**src/rtl/mmg8_pkg.sv**
```systemverilog
`default_nettype none

package mmg8_pkg;

   // Fixed-point format of the samples
   localparam int FRAC_BITS  = 16;
   localparam int SAMPLE_W   = 32;
   localparam int GRAY_W     = 8;
   localparam int DIFF_W     = SAMPLE_W + 1;
   localparam int NUM_W      = SAMPLE_W + GRAY_W;
   localparam int DIV_STEPS  = GRAY_W;
   localparam int CNT_W      = $clog2(DIV_STEPS);

   localparam logic [GRAY_W-1:0] GRAY_MAX = {GRAY_W{1'b1}};
   localparam logic [DIFF_W-1:0] UNIT_SPAN = DIFF_W'(1) << FRAC_BITS;

   // Sample kind carried in tuser
   localparam logic KIND_SCAN    = 1'b0;
   localparam logic KIND_CONVERT = 1'b1;

   typedef enum logic [4:0] {
      ST_IDLE = 5'b00001,
      ST_PREP = 5'b00010,
      ST_MUL  = 5'b00100,
      ST_DIV  = 5'b01000,
      ST_RND  = 5'b10000
   } state_type;

   typedef struct packed {
      logic scan_upd;   // fold sample into range
      logic conv_load;  // latch sample for conversion
      logic prep;       // offset, span, saturation flags
      logic mul;        // offset * 255, seed remainder
      logic div_step;   // one restoring quotient bit
      logic out_load;   // round and load output register
   } cmd_type;

   typedef struct packed {
      logic out_free;   // output register empty or being drained
   } status_type;

endpackage

`default_nettype wire

```
**src/rtl/mmg8_ctrl.sv**
```systemverilog
`default_nettype none

module mmg8_ctrl (
   input  wire                  clock,
   input  wire                  reset,
   input  wire                  req_tvalid,
   input  wire                  req_tuser,
   output logic                 req_tready,
   input  mmg8_pkg::status_type status,
   output mmg8_pkg::cmd_type    cmd
);
   import mmg8_pkg::*;

   state_type        state_ff, state_in;
   logic [CNT_W-1:0] cnt_ff, cnt_in;
   logic             accept;

   assign req_tready = (state_ff == ST_IDLE);
   assign accept     = req_tvalid & req_tready;

   always_comb begin
      state_in      = state_ff;
      cnt_in        = cnt_ff;
      cmd           = '0;
      unique case (state_ff)
         ST_IDLE: begin
            cmd.scan_upd  = accept & (req_tuser == KIND_SCAN);
            cmd.conv_load = accept & (req_tuser == KIND_CONVERT);
            if (accept && (req_tuser == KIND_CONVERT)) begin
               state_in = ST_PREP;
            end
         end
         ST_PREP: begin
            cmd.prep = 1'b1;
            state_in = ST_MUL;
         end
         ST_MUL: begin
            cmd.mul  = 1'b1;
            cnt_in   = '0;
            state_in = ST_DIV;
         end
         ST_DIV: begin
            cmd.div_step = 1'b1;
            cnt_in       = cnt_ff + CNT_W'(1);
            if (cnt_ff == CNT_W'(DIV_STEPS - 1)) begin
               state_in = ST_RND;
            end
         end
         ST_RND: begin
            if (status.out_free) begin
               cmd.out_load = 1'b1;
               state_in     = ST_IDLE;
            end
         end
         default: begin
            state_in = ST_IDLE;
         end
      endcase
   end

   always_ff @(posedge clock) begin
      if (reset) begin
         state_ff <= ST_IDLE;
         cnt_ff   <= '0;
      end else begin
         state_ff <= state_in;
         cnt_ff   <= cnt_in;
      end
   end

endmodule

`default_nettype wire

```
**src/rtl/mmg8_dp.sv**
```systemverilog
`default_nettype none

module mmg8_dp (
   input  wire                              clock,
   input  wire                              reset,
   input  mmg8_pkg::cmd_type                cmd,
   output mmg8_pkg::status_type             status,
   input  wire [mmg8_pkg::SAMPLE_W-1:0]     req_tdata,
   input  wire                              req_tlast,
   output logic                             rsp_tvalid,
   input  wire                              rsp_tready,
   output logic [mmg8_pkg::GRAY_W-1:0]      rsp_tdata,
   output logic                             rsp_tlast
);
   import mmg8_pkg::*;

   logic signed [SAMPLE_W-1:0] min_ff, max_ff, x_ff, samp;
   logic                       new_frame_ff, last_ff;
   logic signed [DIFF_W-1:0]   off_c, diff_c, off_ff;
   logic [DIFF_W-1:0]          span_c, span_ff;
   logic                       lo_c, hi_c, lo_ff, hi_ff;
   logic [NUM_W-1:0]           off_w, num_c;
   logic [DIFF_W-1:0]          r_ff;
   logic [GRAY_W-1:0]          nlow_ff, q_ff;
   logic [DIFF_W:0]            trial, twor, span_x;
   logic                       qbit, round_up;
   logic [GRAY_W:0]            q_rnd;
   logic [GRAY_W-1:0]          gray_c;
   logic                       valid_ff;
   logic [GRAY_W-1:0]          gray_ff;
   logic                       tlast_ff;

   assign samp = $signed(req_tdata);

   // range tracking
   always_ff @(posedge clock) begin
      if (reset) begin
         min_ff       <= '0;
         max_ff       <= '0;
         new_frame_ff <= 1'b1;
      end else if (cmd.scan_upd) begin
         if (new_frame_ff) begin
            min_ff       <= samp;
            max_ff       <= samp;
            new_frame_ff <= 1'b0;
         end else begin
            if (samp < min_ff) min_ff <= samp;
            if (samp > max_ff) max_ff <= samp;
         end
      end else if (cmd.conv_load && req_tlast) begin
         new_frame_ff <= 1'b1;
      end
   end

   always_ff @(posedge clock) begin
      if (cmd.conv_load) begin
         x_ff    <= samp;
         last_ff <= req_tlast;
      end
   end

   // offset and span
   assign off_c  = DIFF_W'(x_ff) - DIFF_W'(min_ff);
   assign diff_c = DIFF_W'(max_ff) - DIFF_W'(min_ff);
   assign span_c = (diff_c > 0) ? $unsigned(diff_c) : UNIT_SPAN;
   assign lo_c   = (off_c <= 0);
   assign hi_c   = !lo_c && ($unsigned(off_c) >= span_c);

   always_ff @(posedge clock) begin
      if (cmd.prep) begin
         off_ff  <= off_c;
         span_ff <= span_c;
         lo_ff   <= lo_c;
         hi_ff   <= hi_c;
      end
   end

   // off * 255 as (off << 8) - off; only meaningful when off < span
   assign off_w = NUM_W'($unsigned(off_ff[SAMPLE_W-1:0]));
   assign num_c = (off_w << GRAY_W) - off_w;

   // restoring divider, one quotient bit per step
   assign trial = {r_ff, nlow_ff[GRAY_W-1]};
   assign span_x = {1'b0, span_ff};
   assign qbit  = (trial >= span_x);

   always_ff @(posedge clock) begin
      if (cmd.mul) begin
         r_ff    <= DIFF_W'(num_c[NUM_W-1:GRAY_W]);
         nlow_ff <= num_c[GRAY_W-1:0];
         q_ff    <= '0;
      end else if (cmd.div_step) begin
         r_ff    <= qbit ? DIFF_W'(trial - span_x) : trial[DIFF_W-1:0];
         nlow_ff <= {nlow_ff[GRAY_W-2:0], 1'b0};
         q_ff    <= {q_ff[GRAY_W-2:0], qbit};
      end
   end

   // round half to even, then clamp
   assign twor     = {r_ff, 1'b0};
   assign round_up = (twor > span_x) || ((twor == span_x) && q_ff[0]);
   assign q_rnd    = {1'b0, q_ff} + (GRAY_W+1)'(round_up);

   always_comb begin
      if (lo_ff) begin
         gray_c = '0;
      end else if (hi_ff || q_rnd[GRAY_W]) begin
         gray_c = GRAY_MAX;
      end else begin
         gray_c = q_rnd[GRAY_W-1:0];
      end
   end

   // output register
   always_ff @(posedge clock) begin
      if (reset) begin
         valid_ff <= 1'b0;
      end else if (cmd.out_load) begin
         valid_ff <= 1'b1;
      end else if (rsp_tready) begin
         valid_ff <= 1'b0;
      end
   end

   always_ff @(posedge clock) begin
      if (cmd.out_load) begin
         gray_ff  <= gray_c;
         tlast_ff <= last_ff;
      end
   end

   assign status.out_free = !valid_ff || rsp_tready;
   assign rsp_tvalid      = valid_ff;
   assign rsp_tdata       = gray_ff;
   assign rsp_tlast       = tlast_ff;

endmodule

`default_nettype wire

```
**src/rtl/minmax_normalize_to_gray8.sv**
```systemverilog
// Scan sample: folded into the range, input ready again at the next edge, no result.
// Convert sample: prep, multiply, 8-step restoring divider, then rounding,
//   which waits for a free output register; input stalled until then.
// A finished result waits in the output register while the next item is taken.
// Reset (synchronous, active high): range min = max = 0, next scan sample
//   opens a new range, no result pending.
`default_nettype none

module minmax_normalize_to_gray8 (
   input  wire                          clock,
   input  wire                          reset,
   // input channel
   input  wire                          req_tvalid,
   output logic                         req_tready,
   input  wire [mmg8_pkg::SAMPLE_W-1:0] req_tdata,   // [31:0] sample (signed Q15.16)
   input  wire                          req_tuser,   // [0] kind: 0 scan, 1 convert
   input  wire                          req_tlast,   // last sample of the pass
   // result channel
   output logic                         rsp_tvalid,
   input  wire                          rsp_tready,
   output logic [mmg8_pkg::GRAY_W-1:0]  rsp_tdata,   // [7:0] gray
   output logic                         rsp_tlast    // final_res
);
   import mmg8_pkg::*;

   cmd_type    cmd;
   status_type status;

   // sequencer: accept, prep, multiply, divide, round/transfer
   mmg8_ctrl u_ctrl (
      .clock      (clock),
      .reset      (reset),
      .req_tvalid (req_tvalid),
      .req_tuser  (req_tuser),
      .req_tready (req_tready),
      .status     (status),
      .cmd        (cmd)
   );

   // range registers, divider and output register
   mmg8_dp u_dp (
      .clock      (clock),
      .reset      (reset),
      .cmd        (cmd),
      .status     (status),
      .req_tdata  (req_tdata),
      .req_tlast  (req_tlast),
      .rsp_tvalid (rsp_tvalid),
      .rsp_tready (rsp_tready),
      .rsp_tdata  (rsp_tdata),
      .rsp_tlast  (rsp_tlast)
   );

   // a scan transfer never produces a result
   a_scan_no_rsp: assert property (@(posedge clock) disable iff (reset)
      (req_tvalid && req_tready && (req_tuser == KIND_SCAN) && !rsp_tvalid)
      |=> !rsp_tvalid)
      else $error("scan transfer produced a result");

   // a convert transfer keeps the input stalled while it is worked on
   a_conv_busy: assert property (@(posedge clock) disable iff (reset)
      (req_tvalid && req_tready && (req_tuser == KIND_CONVERT)) |=> !req_tready)
      else $error("input accepted during conversion");

   // a result is only loaded from the rounding step, never from idle
   a_rsp_from_busy: assert property (@(posedge clock) disable iff (reset)
      $rose(rsp_tvalid) |-> $past(!req_tready))
      else $error("result appeared without a conversion");

endmodule

`default_nettype wire

```
**config.mk**
```make
export PLATFORM = sky130hd
export DESIGN_NAME = minmax_normalize_to_gray8
export DESIGN_NICKNAME = d
export VERILOG_FILES = /design/src/rtl/mmg8_pkg.sv /design/src/rtl/mmg8_ctrl.sv /design/src/rtl/mmg8_dp.sv /design/src/rtl/minmax_normalize_to_gray8.sv
export SDC_FILE = /design/constraint.sdc
export NUM_CORES = 1
export LEC_CHECK = 0
export BUFFER_PORTS_ARGS = -buffer_cell sky130_fd_sc_hd__buf_4
export CAP_MARGIN = 10
export CORE_ASPECT_RATIO = 1.2
export CORE_MARGIN = 8
export CORE_UTILIZATION = 64
export DETAILED_ROUTE_END_ITERATION = 8
export PLACE_DENSITY = 0.81
export SLEW_MARGIN = 20
export SYNTH_ARGS = -nofsm -noshare
export SYNTH_HDL_FRONTEND = slang
export SYNTH_SLANG_ARGS = --single-unit
```
**constraint.sdc**
```tcl
create_clock -name clock -period 6.31 [get_ports clock]
set_input_delay 0.3155 -clock clock [delete_from_list [all_inputs] [get_ports clock]]
set_output_delay 0.3155 -clock clock [all_outputs]
set_load 0.1 [all_outputs]
```
==> impl_metrics.tcl <==
set metrics [dict create \
    fin_ws_ns 0.452 \
    holdWs_ns 0.0191 \
    clk_pin_slew_worst_paths_ns 0.07 \
    post-route-util_pct 70.5 \
    synth_top_area_share_pct 24.5 \
    vias_per_cell 6.24 \
    fmax_mhz 171 \
    cts_tree "built" \
    syn_inst 2030 \
    gp_congestion 0.994 \
    ios 49 \
    track_usage_pct 27.5 \
    p_per_area_nw_per_um2 229 \
    antenna_found_initial 0 \
    grt_overflow 0 \
    synth-xor-area-share_pct 5.56 \
    ir_drop_mv 0.275 \
    worst_pin_slew_ns 1.01 \
    p_leak_nw 8.46 \
    avgSynthCellArea_um2 9.00 \
    dr_total_vias 15511 \
    ys_types 83 \
    port_buffers 48 \
    cp-end-kind "flip-flop" \
    die-area_um2 34200 \
    hp-class "primary input to flip-flop" \
    r2r_end "u_dp.hi_ff" \
    fillers 2269 \
    status "completed" \
    clk_latency_ns 0.54 \
    worst_clock_skew_ns 0.00897 \
    die_y_um 201 \
    synthAdderAreaFrac_pct 15.5 \
    wl_um 47600 \
    setup-tns-final_ns 0 \
    pre_cts_ws_ns 0.598 \
    final_nets 2345 \
    finalCriticalPeriod_ns 5.86 \
    path_cells "inv_1 -> ha_1 -> fa_1 -> nor2b_1 -> o31a_1 -> o21ai_1 -> o21ba_2 -> o21ai_1 -> mux2_2 -> a2111oi_0 -> nand4_1 -> nor4_1 -> a311oi_1 -> ha_1 -> nand4_1 -> nor2_1 -> a221oi_1 -> o221ai_1 -> a2111oi_0 -> buf_4 -> o31a_1 -> nor3_1" \
    yosysWarningCount 0 \
    cts_buffers 23 \
    drive_gt1_share_pct 6.53 \
    hpwlAfterDp_um 36700 \
    antenna_left 0 \
    grt_max_degree 75 \
    synth-compound-area-share_pct 21.2 \
    hold_path_end "u_dp.x_ff[31]" \
    yosys-top-cells-count "222 x ha_1, 186 x nor2_1, 179 x a21oi_1, 167 x inv_1, 149 x edfxtp_1" \
    core_um2 28400 \
    wl_per_cell_um 19.1 \
    grt_pass1_wl_um 77000 \
    ys_ff_latch 232 \
    critPathMaxStageDelay_ns 0.46 \
    maxSlewHeadroom_pct 32.5 \
    drt_iter0_drc 1128 \
    grt_pass1_vias 15392 \
    required_ns 6.58 \
    drc_errors 0 \
    maxCapViolCount 0 \
    synth.most_common_cell "ha_1" \
    die_w_um 170 \
    synth-simple-area-share_pct 14.9 \
    h-tree-depth 1 \
    cts_buffer_depth 3 \
    holdPathStages 1 \
    antenna_cells 0 \
    muxShareOfSynthArea_pct 4.06 \
    worstPathMaxFanout 5 \
    finalSetupViolCount 0 \
    synth-edff-count 149 \
    hold_viol_final 0 \
    critPathLaunchType "flip-flop" \
    cp.arrival_ns 6.13 \
    syn_nets 2293 \
    crit_slowest_cell "a2111oi_0" \
    r2r_setup_slack_ns 0.45 \
    synth_flop_cell "edfxtp_1" \
    worstRegToRegCells 22 \
    synth_top_family_by_area "compound AO/OA/AOI/OAI gates" \
    final_max_slew_viol_count 0 \
    synthToLayoutAreaGrowth_pct 9.67 \
    start_util_pct 64.3 \
    cts_root_buf "clkbuf_16" \
    worstReg2RegStart "u_dp.max_ff[0]" \
    drt_pre_antenna_iters 5 \
    synth_top_cell_by_area "edfxtp_1" \
    rsz0062_at_grt "no" \
    final.period_utilization_pct 92.8 \
    criticalPathCategory "flip-flop to flip-flop" \
    clock-sinks 232 \
    synth_area_um2 18300 \
    synth_area_leaders "edfxtp_1 24%, ha_1 15%, dfxtp_1 9.1%" \
    rows 68 \
    async_flop_share_pct 0 \
    hp-start "req_tdata[31]" \
    ys_seq_area_share_pct 33.6 \
]
-- flip-flops by register name, indices dropped and copies added, names as in the netlist, 3 cells and up --
name / flops
u_dp.min_ff: 32
u_dp.rsp_tdata: 8
u_dp.r_ff: 33
u_ctrl.state_ff: 5
u_dp.nlow_ff: 8
u_dp.span_ff: 33
u_dp.x_ff: 32
u_dp.max_ff: 32
u_dp.q_ff: 8
u_ctrl.cnt_ff: 3
u_dp.off_ff: 32
-- logic make-up after synthesis --
group                      Yosys count
other                                2
muxes                               74
xor gates and xnor gates           116
buffers and inverters              233
and+or+nand+nor                    557
AOI/OAI and AO/OA                  591
adders and majority gates          225
DFF                                232
-- area by class of cell --
cell class / instances / area [um2] / share of cell area (%)
inverters: 167 / 627 / 3.13
multi-input cells: 1565 / 11300 / 56.1
repair buffers: 93 / 773 / 3.86
clock inverters: 16 / 188 / 0.936
well taps: 385 / 482 / 2.40
clock buffers: 26 / 587 / 2.93
flip-flops and latches: 232 / 6140 / 30.6
-- layout by cell type, fill, tap and decap left out, types with 9 or more instances in the layout --
cell,Yosys,final
a31oi_1,14,13
or2_2,11,11
dlygate4sd3_1,0,30
a21o_1,85,85
and2_1,33,33
a21oi_1,179,178
nand2_1,110,109
edfxtp_1,149,149
and3_1,12,12
nand2b_1,18,18
xor2_1,49,49
dfxtp_1,83,83
o21bai_1,21,21
xnor2_1,67,67
o31a_1,10,10
nand3_1,39,39
buf_4,3,63
nor2b_1,15,15
o21ai_0,91,91
clkbuf_16,0,23
nor2_1,186,185
a211oi_1,49,49
o21a_1,28,28
inv_1,167,166
ha_1,222,222
nor3_1,29,29
or3_1,17,17
nor4_1,9,9
mux2i_1,73,73
nand4_1,46,46
-- per-layer routing --
metal,track usage [%],wire [um],vias up
met5,0,0,-
met1,34.3,20400,7352
met3,2.63,2080,128
li1,-,-,7550
met4,13.6,2370,0
met2,46.6,22700,481
-- worst max path at each step --
stage,start,endpoint,slack (ns),cells after the start
detailed placement,u_dp.max_ff[0],u_dp.hi_ff,0.60,22
global placement,u_dp.max_ff[0],u_dp.hi_ff,0.78,22
floorplan,u_dp.max_ff[0],u_dp.hi_ff,1.42,21
global route,u_dp.max_ff[0],u_dp.hi_ff,0.1,22
finish,u_dp.max_ff[0],u_dp.hi_ff,0.45,22
CTS,u_dp.max_ff[0],u_dp.hi_ff,0.53,22
-- critical path: cells and delay by family (launching register included) --
family,cells,cell delay (ns)
fa+ha+maj,3,0.97
simple gates,6,0.93
buf+inv,2,0.24
flops,1,0.36
mux,1,0.40
compound gates,10,2.66
-- report_power, final --
part	switching [mW]	total, mW	leakage (nW)	internal, mW
logic	0.858	1.46	6.05	0.600
clock network	0.597	1.43	0.376	0.836
registers	0.0255	1.71	2.03	1.68
total	1.48	4.60	8.46	3.12
-- per-stage QoR --
stage	cells	instance area (um2)	power [mW]
after floorplan	2030	18300	2.75
after global placement	2412	19000	3.10
after detailed placement	2412	19000	3.14
after CTS	2484	20000	4.58
after global routing	2484	20000	4.80
final	2484	20000	4.60
-- what timing repair did --
item	CTS	global route
hold buffers	30	0
buffers inserted	0	0
resized for setup	0	0
endpoints found under the hold margin	30	0
Power figures use the tool's default switching activity.
